--- src/rtl/mwt_pkg.sv ---
// Shared types, operation codes and the compare helper for the watchpoint table.
// No dependencies; used by mwt_cell and memory_watchpoint_table_core.
`default_nettype none
package mwt_pkg;

  localparam int MWT_ENTRIES   = 16;
  localparam int MWT_ADDR_BITS = 16;
  localparam int MWT_PORT_ADDR = 16;

  localparam logic [1:0] FUNC_ADD   = 2'd0;
  localparam logic [1:0] FUNC_DEL   = 2'd1;
  localparam logic [1:0] FUNC_EVAL  = 2'd2;
  localparam logic [1:0] FUNC_CLEAR = 2'd3;

  localparam logic [2:0] MODE_EQ = 3'd0;
  localparam logic [2:0] MODE_NE = 3'd1;
  localparam logic [2:0] MODE_LT = 3'd2;
  localparam logic [2:0] MODE_LE = 3'd3;
  localparam logic [2:0] MODE_GT = 3'd4;
  localparam logic [2:0] MODE_GE = 3'd5;

  // Command token handed from cell to cell.
  typedef struct packed {
    logic       vld;
    logic [1:0] func;
    logic [7:0] data;
    logic [1:0] acc;
    logic [2:0] mode;
    logic [7:0] cval;
    logic       act;
    logic       found;
    logic       free_found;
    logic       hit;
  } mwt_tok_t;

  // Payload broadcast to the slot chosen by an add.
  typedef struct packed {
    logic [1:0] mask;
    logic [2:0] mode;
    logic [7:0] cval;
    logic       act;
  } mwt_wr_t;

  function automatic logic mwt_cmp(input logic [2:0] mode, input logic [7:0] data,
                                   input logic [7:0] ref_val);
    logic r;
    case (mode)
      MODE_EQ: r = (data == ref_val);
      MODE_NE: r = (data != ref_val);
      MODE_LT: r = (data <  ref_val);
      MODE_LE: r = (data <= ref_val);
      MODE_GT: r = (data >  ref_val);
      MODE_GE: r = (data >= ref_val);
      default: r = 1'b0;
    endcase
    return r;
  endfunction

endpackage
`default_nettype wire

--- src/rtl/mwt_cell.sv ---
// One watchpoint slot plus one stage of the command chain.
// Depends on mwt_pkg.
`default_nettype none
module mwt_cell #(
  parameter int AW    = mwt_pkg::MWT_ADDR_BITS,
  parameter int IDX_W = 4,
  parameter int SLOT  = 0
) (
  input  wire                    clk,
  input  wire                    rst_n,
  input  wire mwt_pkg::mwt_tok_t tok_in,
  input  wire  [AW-1:0]          addr_in,
  input  wire  [IDX_W-1:0]       midx_in,
  input  wire  [IDX_W-1:0]       fidx_in,
  output mwt_pkg::mwt_tok_t      tok_out,
  output logic [AW-1:0]          addr_out,
  output logic [IDX_W-1:0]       midx_out,
  output logic [IDX_W-1:0]       fidx_out,
  input  wire                    wr_en,
  input  wire  [IDX_W-1:0]       wr_idx,
  input  wire  [AW-1:0]          wr_addr,
  input  wire mwt_pkg::mwt_wr_t  wr_data
);

  localparam logic [IDX_W-1:0] MY_IDX = IDX_W'(SLOT);

  logic              valid_r, valid_nxt;
  logic [AW-1:0]     addr_r;
  mwt_pkg::mwt_wr_t  ent_r;
  mwt_pkg::mwt_tok_t tok_r, tok_nxt;
  logic [AW-1:0]     taddr_r;
  logic [IDX_W-1:0]  midx_r, midx_nxt, fidx_r, fidx_nxt;
  logic              match;
  logic              wr_me;

  assign match = tok_in.vld && valid_r && (addr_r == addr_in);
  assign wr_me = wr_en && (wr_idx == MY_IDX);

  always_comb begin
    tok_nxt  = tok_in;
    midx_nxt = midx_in;
    fidx_nxt = fidx_in;
    if (match) begin
      tok_nxt.found = 1'b1;
      midx_nxt      = MY_IDX;
      if (tok_in.func == mwt_pkg::FUNC_EVAL) begin
        tok_nxt.hit = ent_r.act && (|(ent_r.mask & tok_in.acc)) &&
                      mwt_pkg::mwt_cmp(ent_r.mode, tok_in.data, ent_r.cval);
      end
    end
    // take the lowest free slot
    if (tok_in.vld && !tok_in.free_found && !valid_r) begin
      tok_nxt.free_found = 1'b1;
      fidx_nxt           = MY_IDX;
    end
  end

  always_comb begin
    valid_nxt = valid_r;
    if (tok_in.vld && tok_in.func == mwt_pkg::FUNC_CLEAR) begin
      valid_nxt = 1'b0;
    end else if (match && tok_in.func == mwt_pkg::FUNC_DEL) begin
      valid_nxt = 1'b0;
    end
    if (wr_me) begin
      valid_nxt = 1'b1;
    end
  end

  always_ff @(posedge clk) begin
    if (!rst_n) begin
      valid_r   <= 1'b0;
      tok_r.vld <= 1'b0;
    end else begin
      valid_r   <= valid_nxt;
      tok_r.vld <= tok_nxt.vld;
    end
    tok_r.func       <= tok_nxt.func;
    tok_r.data       <= tok_nxt.data;
    tok_r.acc        <= tok_nxt.acc;
    tok_r.mode       <= tok_nxt.mode;
    tok_r.cval       <= tok_nxt.cval;
    tok_r.act        <= tok_nxt.act;
    tok_r.found      <= tok_nxt.found;
    tok_r.free_found <= tok_nxt.free_found;
    tok_r.hit        <= tok_nxt.hit;
    taddr_r          <= addr_in;
    midx_r           <= midx_nxt;
    fidx_r           <= fidx_nxt;
    if (wr_me) begin
      addr_r <= wr_addr;
      ent_r  <= wr_data;
    end
  end

  assign tok_out  = tok_r;
  assign addr_out = taddr_r;
  assign midx_out = midx_r;
  assign fidx_out = fidx_r;

endmodule
`default_nettype wire

--- src/rtl/memory_watchpoint_table_core.sv ---
// Top level of the data watchpoint table: command chain of slot cells.
// Depends on mwt_pkg and mwt_cell.
// One command in flight at a time: start is accepted only while busy is low.
// The token walks the chain of ENTRIES cells one per cycle, then the tail writes
// back the chosen slot as the result beat is registered.
// Reset (synchronous, rst_n low) empties the table and drops any command in flight.
// The receiver cannot stall: each result beat shows for exactly one cycle.
`default_nettype none
module memory_watchpoint_table_core #(
  parameter int ENTRIES   = mwt_pkg::MWT_ENTRIES,
  parameter int ADDR_BITS = mwt_pkg::MWT_ADDR_BITS
) (
  input  wire                               clk,
  input  wire                               rst_n,
  input  wire                               start,
  output logic                              busy,
  input  wire  [1:0]                        in_func,
  input  wire  [mwt_pkg::MWT_PORT_ADDR-1:0] in_address,
  input  wire  [7:0]                        in_data_value,
  input  wire  [1:0]                        in_access_bits,
  input  wire  [2:0]                        in_compare_mode,
  input  wire  [7:0]                        in_compare_value,
  input  wire                               in_active_flag,
  output logic                              out_valid,
  output logic                              out_hit,
  output logic [3:0]                        out_hit_slot,
  output logic                              out_status
);

  // only the low bits of the port address take part
  localparam int AW    = (ADDR_BITS < mwt_pkg::MWT_PORT_ADDR) ? ADDR_BITS
                                                              : mwt_pkg::MWT_PORT_ADDR;
  localparam int IDX_W = (ENTRIES > 1) ? $clog2(ENTRIES) : 1;

  mwt_pkg::mwt_tok_t tok   [0:ENTRIES];
  logic [AW-1:0]     taddr [0:ENTRIES];
  logic [IDX_W-1:0]  midx  [0:ENTRIES];
  logic [IDX_W-1:0]  fidx  [0:ENTRIES];
  logic [ENTRIES-1:0] tok_vld;

  logic             accept;
  logic             busy_r, busy_nxt;
  logic             out_valid_r, out_hit_r, out_status_r;
  logic [3:0]       out_hit_slot_r;
  mwt_pkg::mwt_tok_t last;
  logic             wr_en;
  logic [IDX_W-1:0] wr_idx;
  mwt_pkg::mwt_wr_t wr_data;

  assign accept = start && !busy_r;

  // Launch a fresh token into the head of the chain.
  always_comb begin
    tok[0].vld        = accept;
    tok[0].func       = in_func;
    tok[0].data       = in_data_value;
    tok[0].acc        = in_access_bits;
    tok[0].mode       = in_compare_mode;
    tok[0].cval       = in_compare_value;
    tok[0].act        = in_active_flag;
    tok[0].found      = 1'b0;
    tok[0].free_found = 1'b0;
    tok[0].hit        = 1'b0;
  end
  assign taddr[0] = in_address[AW-1:0];
  assign midx[0]  = '0;
  assign fidx[0]  = '0;

  // Tail of the chain: an add writes the matching slot, else the lowest free one.
  assign last    = tok[ENTRIES];
  assign wr_en   = last.vld && (last.func == mwt_pkg::FUNC_ADD) &&
                   (last.found || last.free_found);
  assign wr_idx  = last.found ? midx[ENTRIES] : fidx[ENTRIES];
  assign wr_data = '{mask: last.acc, mode: last.mode, cval: last.cval, act: last.act};

  for (genvar i = 0; i < ENTRIES; i++) begin : g_cell
    mwt_cell #(
      .AW    (AW),
      .IDX_W (IDX_W),
      .SLOT  (i)
    ) u_cell (
      .clk      (clk),
      .rst_n    (rst_n),
      .tok_in   (tok[i]),
      .addr_in  (taddr[i]),
      .midx_in  (midx[i]),
      .fidx_in  (fidx[i]),
      .tok_out  (tok[i+1]),
      .addr_out (taddr[i+1]),
      .midx_out (midx[i+1]),
      .fidx_out (fidx[i+1]),
      .wr_en    (wr_en),
      .wr_idx   (wr_idx),
      .wr_addr  (taddr[ENTRIES]),
      .wr_data  (wr_data)
    );
    assign tok_vld[i] = tok[i+1].vld;
  end

  // Hold busy from accept until the token leaves the last cell.
  always_comb begin
    busy_nxt = busy_r;
    if (accept) begin
      busy_nxt = 1'b1;
    end else if (last.vld) begin
      busy_nxt = 1'b0;
    end
  end

  always_ff @(posedge clk) begin
    if (!rst_n) begin
      busy_r      <= 1'b0;
      out_valid_r <= 1'b0;
    end else begin
      busy_r      <= busy_nxt;
      out_valid_r <= last.vld;
    end
  end

  // Register the result beat; refuse an add only when no match and no free slot.
  always_ff @(posedge clk) begin
    out_hit_r      <= last.func == mwt_pkg::FUNC_EVAL && last.found && last.hit;
    out_hit_slot_r <= (last.func == mwt_pkg::FUNC_EVAL && last.found && last.hit)
                      ? 4'(midx[ENTRIES]) : 4'd0;
    out_status_r   <= (last.func == mwt_pkg::FUNC_ADD) && !last.found &&
                      !last.free_found;
  end

  assign busy         = busy_r;
  assign out_valid    = out_valid_r;
  assign out_hit      = out_hit_r;
  assign out_hit_slot = out_hit_slot_r;
  assign out_status   = out_status_r;

  // At most one command walks the chain.
  a_one_token: assert property (@(posedge clk) disable iff (!rst_n)
    $onehot0(tok_vld)) else $error("more than one token in chain");

  // A token in the chain means the block is busy.
  a_busy_cover: assert property (@(posedge clk) disable iff (!rst_n)
    (|tok_vld) |-> busy_r) else $error("token in chain while idle");

  // Accepting a command raises busy on the next cycle.
  a_accept_busy: assert property (@(posedge clk) disable iff (!rst_n)
    accept |=> busy_r) else $error("busy not raised after accept");

  // A result beat is never both a hit and a refused add.
  a_hit_status: assert property (@(posedge clk) disable iff (!rst_n)
    out_valid |-> !(out_hit && out_status)) else $error("hit and full together");

  // The result beat lands only after the chain has drained.
  a_beat_idle: assert property (@(posedge clk) disable iff (!rst_n)
    out_valid |-> !busy_r) else $error("result beat while busy");

endmodule
`default_nettype wire

--- config.mk ---
export PLATFORM = sky130hd
export DESIGN_NAME = memory_watchpoint_table_core
export DESIGN_NICKNAME = d
export VERILOG_FILES = /design/src/rtl/mwt_pkg.sv /design/src/rtl/mwt_cell.sv /design/src/rtl/memory_watchpoint_table_core.sv
export SDC_FILE = /design/constraint.sdc
export NUM_CORES = 1
export LEC_CHECK = 0
export BUFFER_PORTS_ARGS = -buffer_cell sky130_fd_sc_hd__buf_4
export CAP_MARGIN = 20
export CORE_MARGIN = 8
export CORE_UTILIZATION = 30
export CTS_CLUSTER_SIZE = 10
export DETAILED_ROUTE_END_ITERATION = 12
export GPL_TIMING_DRIVEN = 1
export SETUP_SLACK_MARGIN = 0.4
export SYNTH_ARGS = -nofsm -noshare
export SYNTH_HDL_FRONTEND = slang
export SYNTH_SLANG_ARGS = --single-unit
export TNS_END_PERCENT = 30
--- constraint.sdc ---
create_clock -name clk -period 7.7 [get_ports clk]
set_input_delay 1.155 -clock clk [delete_from_list [all_inputs] [get_ports clk]]
set_output_delay 1.155 -clock clk [all_outputs]
set_load 0.05 [all_outputs]
==> results.sh <==
export IMPL_ys_warn_count=0
export IMPL_num_vias=19420
export IMPL_drive_gt1_frac=0.1120
export IMPL_yosys_cell_types_count=45
export IMPL_hold_viol_final=0
export IMPL_postRouteAntennaNets=0
export IMPL_cts_root_buf="clkbuf_16"
export IMPL_io_buffers=50
export IMPL_cts_hold_buffers=0
export IMPL_seq_area_frac_synth=0.7696
export IMPL_fin_skew_ps=16.57
export IMPL_dp_cells=4474
export IMPL_antenna_found_initial=0
export IMPL_status="completed"
export IMPL_place_congestion=0.7556
export IMPL_cp_start_kind="register"
export IMPL_cp_max_fo=30
export IMPL_grt_max_degree=38
export IMPL_dieArea_um2=145300
export IMPL_r2r_cells=4
export IMPL_tightest_slew_ps=1056
export IMPL_dp_slack_ps=4719
export IMPL_htreeDepth=4
export IMPL_final_setup_tns_ps=0
export IMPL_powerDensity_nw_per_um2=295.7
export IMPL_synthTopCellsByCount="dfxtp_1, edfxtp_1, xnor2_1, inv_1, ha_1"
export IMPL_num_fill_cells=12580
export IMPL_multi_input_area_um2=8686
export IMPL_clkLatencyLatePin_ps=710
export IMPL_cts_resized=0
export IMPL_syn_inst=2645
export IMPL_min_path_cells=0
export IMPL_worst_slack_ps=4827
export IMPL_firstDrtPassIters=5
export IMPL_maxSlewViolCount=0
export IMPL_use_met2=0.1580
export IMPL_min_period_over_period=0.3731
export IMPL_final_nets=3028
export IMPL_cts_buffers=149
export IMPL_r2r_slack_ps=4830
export IMPL_netlist_area_um2=40000
export IMPL_cts_tree="yes"
export IMPL_reg2reg_to="g_cell[0].u_cell.ent_r[12]$_DFFE_PP_"
export IMPL_setup_viol=0
export IMPL_r2r_start="g_cell[15].u_cell.tok_out[2]$_SDFF_PP1_"
export IMPL_min_path_type="register to register"
export IMPL_endpoint_kind="register"
export IMPL_vdd_ir_drop_max_v=0.0002392
export IMPL_clock_sinks=1298
export IMPL_period_minus_slack_ps=2873
export IMPL_hold_path_startpoint="g_cell[9].u_cell.tok_out[7]$_DFF_P_"
export IMPL_areaGrowthSynthToFinish_pct=17.83
export IMPL_grt_busiest_layer="met2"
export IMPL_synth_edff_count=480
export IMPL_rsz0062_at_grt="false"
export IMPL_start_util=0.3009
export IMPL_path_clk_slew_ps=60
export IMPL_netlist_area_leader_share=0.4093
export IMPL_synthTopCellsByArea="dfxtp_1, edfxtp_1, xnor2_1"
export IMPL_fin_cells=4731
export IMPL_fp_dieW_um=381.2
export IMPL_slew_headroom=0.2951
export IMPL_path_class="register to register"
export IMPL_core_um2=133000
export IMPL_clock_fmax_mhz=348.1
export IMPL_yosys_area_top_type="dfxtp_1"
export IMPL_drt_wl_total_um=70130
export IMPL_synth_seq_cells=1298
export IMPL_wl_per_cell_um=14.82
export IMPL_initialDrtViolationCount=855
export IMPL_grt_use_met3=0.02117
export IMPL_clock_path_buffers=3
export IMPL_post_cts_buffers=0
export IMPL_avgSynthCellArea_um2=15.12
export IMPL_ios=51
export IMPL_die_h_um=381.2
export IMPL_rows=134
export IMPL_leakage_nw=17.55
export IMPL_drc_errors=0
export IMPL_ys_async_sr_fraction=0
export IMPL_synth_most_common_cell="dfxtp_1"
export IMPL_grt_pass1_wl_um=110800
export IMPL_synthesis_nets=2816
export IMPL_holdPathEnd="g_cell[10].u_cell.tok_out[7]$_DFF_P_"
export IMPL_synth_main_ff_cell="dfxtp_1"
export IMPL_first_global_vias=20200
export IMPL_ff_latch_area_um2=30790
export IMPL_hpwl_um=49770
export IMPL_n_antenna_cell=0
export IMPL_worst_ep_arrival_time_ps=3200
export IMPL_maxCapViolCount=0
export IMPL_final_util=0.3545
export IMPL_via_per_inst=4.105
export IMPL_grt_ovfl_total=0
export IMPL_use_met1=0.1211
export IMPL_crit_required_ps=8030
export IMPL_grt_usage=0.09579
==> cell usage in the layout, fill, tap and decap left out, types with 6 or more instances in the layout <==
| cell | instances |
|---|---|
| a22o_1 | 15 |
| o211ai_1 | 30 |
| nand2b_1 | 25 |
| a21oi_1 | 81 |
| ha_1 | 128 |
| nor3_1 | 18 |
| o21a_1 | 6 |
| nand2_1 | 64 |
| edfxtp_1 | 480 |
| nand3b_1 | 15 |
| xnor2_1 | 226 |
| and3_1 | 12 |
| or4b_1 | 15 |
| or2_2 | 75 |
| o22ai_1 | 10 |
| xor2_1 | 46 |
| a31oi_1 | 6 |
| buf_4 | 67 |
| nor2b_1 | 53 |
| nand3_1 | 67 |
| inv_1 | 149 |
| and2_1 | 21 |
| nor3b_1 | 27 |
| dfxtp_1 | 818 |
| mux2i_1 | 16 |
| clkbuf_1 | 87 |
| clkbuf_16 | 151 |
| o21ai_0 | 18 |
| nor2_2 | 13 |
| clkinv_8 | 6 |
| nor2_1 | 81 |
| nand4_1 | 98 |
==> final cells by class <==
class,count,area share
tap,1768,0.04693
clock inverter,18,0.005654
timing repair buffer,67,0.01067
inverter,150,0.01194
multi-input combinational,1191,0.1843
sequential,1298,0.6532
clock buffer,239,0.08738
==> registers in the layout, indices dropped and copies added (netlist names) <==
signal                  flops
out_valid                   1
g_cell.u_cell.fidx_out     49
out_status                  1
out_hit                     1
g_cell.u_cell.midx_out     49
g_cell.u_cell.tok_out     440
g_cell.u_cell.addr_r      256
out_hit_slot                4
busy                        1
g_cell.u_cell.addr_out    256
g_cell.u_cell.ent_r       224
g_cell.u_cell.valid_r      16
==> power by group <==
| group | switching (mW) | leakage, nW | internal [mW] |
|---|---|---|---|
| sequential | 0.160 | 11.2 | 7.32 |
| combinational | 0.101 | 4.30 | 0.112 |
| clock | 2.55 | 2.09 | 3.70 |
| total | 2.81 | 17.5 | 11.1 |
==> cells by family after synthesis <==
logic type | synth area share
compound gates | 0.02749
xor+xnor | 0.05955
fa+ha+maj | 0.04003
buf+inv | 0.01470
flops | 0.7696
mux | 0.004003
simple gates | 0.08457
==> critical path, cell delays in order (launching register included) <==
cell and delay [ps]:
dfxtp_1 660, nor2_1 120, nor4b_2 450, o21ai_2 370
nor2_4 810
==> worst max path at each step <==
stage	startpoint	endpoint	slack (ps)	cells after the start
floorplan	g_cell[15].u_cell.tok_out[2]$_SDFF_PP1_	g_cell[2].u_cell.addr_r[0]$_DFFE_PP_	4910	5
global placement	start	g_cell[0].u_cell.tok_out[0]$_SDFF_PN0_	4780	6
detailed placement	start	g_cell[0].u_cell.tok_out[0]$_SDFF_PN0_	4720	6
CTS	g_cell[15].u_cell.tok_out[2]$_SDFF_PP1_	g_cell[0].u_cell.ent_r[0]$_DFFE_PP_	4820	4
global route	g_cell[15].u_cell.tok_out[2]$_SDFF_PP1_	g_cell[0].u_cell.ent_r[0]$_DFFE_PP_	4610	4
finish	g_cell[15].u_cell.tok_out[2]$_SDFF_PP1_	g_cell[0].u_cell.ent_r[12]$_DFFE_PP_	4830	4
==> stage by stage <==
stage | hold slack, ps | area [µm²] | total power, mW
final | 313.0 | 47140 | 13.94
after global routing | 320.4 | 47140 | 14.48
after CTS | 313.5 | 47140 | 14.13
after detailed placement | 312.1 | 42750 | 7.840
after global placement | 310.2 | 42750 | 7.829
after floorplan | 309.6 | 40000 | 7.685
==> metal layers <==
| layer | wire length, µm | share of wire |
|---|---|---|
| met1 | 32230 | 0.46 |
| met2 | 32840 | 0.47 |
| met3 | 2708 | 0.039 |
| met4 | 2357 | 0.034 |
| met5 | 0 | 0 |
(Power assumes the default switching activity.)
